File: config.mk
export PLATFORM = sky130hd
export DESIGN_NAME = ecr_dly
export DESIGN_NICKNAME = d
export VERILOG_FILES = /design/src/design/ecr_dly.sv
export SDC_FILE = /design/constraint.sdc
export NUM_CORES = 1
export LEC_CHECK = 0
export BUFFER_PORTS_ARGS = -buffer_cell sky130_fd_sc_hd__buf_4
export CORE_AREA = 8 8 46 48
export CTS_CLUSTER_SIZE = 16
export DETAILED_ROUTE_END_ITERATION = 12
export DIE_AREA = 0 0 54 56
export PLACE_DENSITY = 0.7
export SETUP_SLACK_MARGIN = 0.2
export SYNTH_ARGS = -nofsm -noshare
export SYNTH_HDL_FRONTEND = slang
export SYNTH_SLANG_ARGS = --single-unit
File: constraint.sdc
create_clock -name clk_i -period 0.8 [get_ports clk_i]
set_input_delay 0.16 -clock clk_i [delete_from_list [all_inputs] [get_ports clk_i]]
set_output_delay 0.16 -clock clk_i [all_outputs]
set_load 0.05 [all_outputs]
File: src/design/ecr_dly.sv
// Enabled shift-register delay line for side data that travels with the pipeline.
`default_nettype none
module ecr_dly #(
  parameter int DW = 8,
  parameter int N  = 2
) (
  input  wire logic          clk_i,
  input  wire logic          en_i,
  input  wire logic [DW-1:0] d_i,
  output logic      [DW-1:0] q_o
);

  logic [DW-1:0] sr_q [N];

  always_ff @(posedge clk_i) begin
    if (en_i) begin
      sr_q[0] <= d_i;
      for (int i = 1; i < N; i++) begin
        sr_q[i] <= sr_q[i-1];
      end
    end
  end

  assign q_o = sr_q[N-1];

endmodule
`default_nettype wire

==> metrics.md <==
| Metric | Value |
|---|---|
| Flip-flop and latch area | `480.5 sq um` |
| Yosys warning count | `0` |
| Area of the multi-input gates | `0 sq um` |
| Largest net degree at the start of global routing | `17` |
| Die footprint | `0.003024 sq mm` |
| Seq/Total Area, Yosys | `88.89%` |
| Power per cell area | `2342 mW/mm^2` |
| MaxCap Viol Count | `0` |
| Top Registers | `sr_q (16)` |
| I/O Buffers | `17` |
| Worst Tran Pin Value | `0.1971 ns` |
| Antenna viol nets, final | `0` |
| Area Growth Syn to Fin | `25.93%` |
| Drt first-iter violations | `2` |
| Via density | `4.000` |
| Core Box Area | `0.001436 sq mm` |
| Final WS setup | `-0.1950 ns` |
| Layout fillers | `119` |
| Fmax | `1.005 GHz` |
| GRT Util Overall | `5.046%` |
| CP max FO | `1` |
| Dpl ws | `~0.08 ns` |
| DRC Markers | `0` |
| Most frequent cells in the layout | `16 x edfxtp_1, 9 x buf_4, 8 x buf_6` |
| Fin crit share | `124.4%` |
| Met3 routed wirelength | `101 microns` |
| Initial antenna violation count | `0` |
| Register bit total from synthesis | `16` |
| Post-Syn Area | `540.5 sq um` |
| Commonest non-fill, non-tap cell in the layout | `edfxtp_1` |
| Setup Fix Bufs, Post-CTS | `0` |
| Crit Path Class | `flop to output pin` |
| Required time worst endpoint | `0.64 ns` |
| Worst-case clock buffer depth | `2` |
| DIE WIDTH | `between 50 and 60 microns` |
| Leak Pwr | `0.2620 nW` |
| Largest register FFs | `16` |
| CP max stage cell | `edfxtp_1` |
| Mapped Cells | `24` |
| Clock Sinks | `16` |
| DR pass1 iterations | `3` |
| Synthesized Nets | `34` |
| Worst Path Arrival | `0.84 ns` |
| GP Congestion | `0.5981` |
| Core Rows | `14` |
| DIE HEIGHT | `~56 microns` |
| Crit-path max cell delay | `0.39 ns` |
| Total CTS buffers | `3` |
| Final Hold Viols | `0` |
| Routed Wire Length | `704 microns` |
| Setup violations, final | `8` |
| Fin crit period | `0.9950 ns` |
| Top Layer Used | `met4` |
| Syn_area_per_cell | `22.52 sq um` |
| CP Capture Type | `output pin` |
| Multi-input gates | `0` |
| Delay-heaviest family, CP | `flip-flops` |
| Ports | `18` |
| Yosys cell types | `2` |
| Vias | `208` |
| Clock latency on the worst-skew pair | `0.27 ns` |
| Starting Density | `37.63%` |
| GRT overflow | `0` |
| Setup Skew | `0.003096 ns` |
| Nets | `48` |
| Root buf cell | `clkbuf_4` |
| Routed len/inst | `13.54 microns` |
| First-pass GRT wire length | `roughly 960 microns` |
| Slew HR | `86.86%` |
| RSZ-0062 raised after global routing | `yes` |
| CTS tree | `built` |
| Vias in the first global route | `222` |
| Bufs and invs on worst path | `1` |
| Violated checks | `setup timing` |
| Largest Register | `sr_q` |
| CTS H-tree lvls | `1` |
| Clock-pin slew on the worst setup and hold paths | `roughly 0.080 ns` |
| DRT met1 WL | `266 microns` |
| Status | `complete, but fails checks` |
| Total Negative Setup Slacks | `-1.472 ns` |
| CTS Hold Buffers Added | `0` |
| CP cell instances | `buf_6` |
| Fraction of layout cells with a size suffix above 1 | `55.56%` |
| Fin. max-slew vios | `0` |
| Max VDD drop | `0.8613 mV` |
| Hold crit path type | `input port to flop` |
| Met2 Routed Length | `around 330 microns` |
| CP startpoint kind | `flop` |
| Ant diodes | `0` |
-- kinds of logic after synthesis --
family | share of synthesized area, %
buffers and inverters | 11.11
DFF | 88.89
-- per-layer routing --
layer	GRT usage (%)	vias up
met1	4.581	88
met4	6.338	0
met2	6.799	12
met5	0	-
li1	-	106
met3	2.674	2
-- power breakdown --
group	leakage (nW)	total [mW]	internal, mW	switching [mW]
Sequential	0.157	1.01	0.993	0.0200
Clock	0.0138	0.381	0.174	0.207
Combinational	0.0916	0.200	0.0765	0.123
Total	0.262	1.59	1.24	0.350
-- cell usage after synthesis (all sizes together) --
cell type | instances | area (sq um)
buf | 8 | 60.06
edfxtp | 16 | 480.5
-- through the flow --
step / instances / utilization (%) / hold slack (ns) / power, mW / cell area [sq um]
after floorplan: 24 / - / 0.2589 / 1.178 / 570.5
after global placement: 49 / 43.73 / 0.3392 / 1.206 / 628.1
after detailed placement: 49 / 43.73 / 0.3395 / 1.215 / 628.1
after CTS: 52 / 47.39 / 0.05097 / 1.611 / 680.7
after global routing: 52 / 47.39 / 0.04220 / 1.659 / 680.7
final: 52 / 47.39 / 0.05872 / 1.594 / 680.7
-- layout make-up --
cell class            instances  share of cell area, %
Clock buffer                  3                  3.309
Sequential cell              16                  70.59
Tap cell                     16                  2.941
Timing Repair Buffer         17                  23.16
-- what timing repair did --
action                     4_1_cts  5_1_grt
cloned                           0        0
setup endpoints to repair       16       16
gates resized for setup          8        0
-- worst paths after layout --
path / from / end / slack [ns] / depth (start not counted)
worst max-delay path: sr_q[0][11] / q_o[3] / -0.20 / 1
worst min-delay path: d_i[0] / sr_q[0][0] / 0.06 / 1
worst max register to register: sr_q[0][2] / sr_q[0][10] / 0.17 / 0
worst min register to register: sr_q[0][5] / sr_q[0][13] / 0.42 / 0
Note: power is estimated with default switching activity, not from simulation.
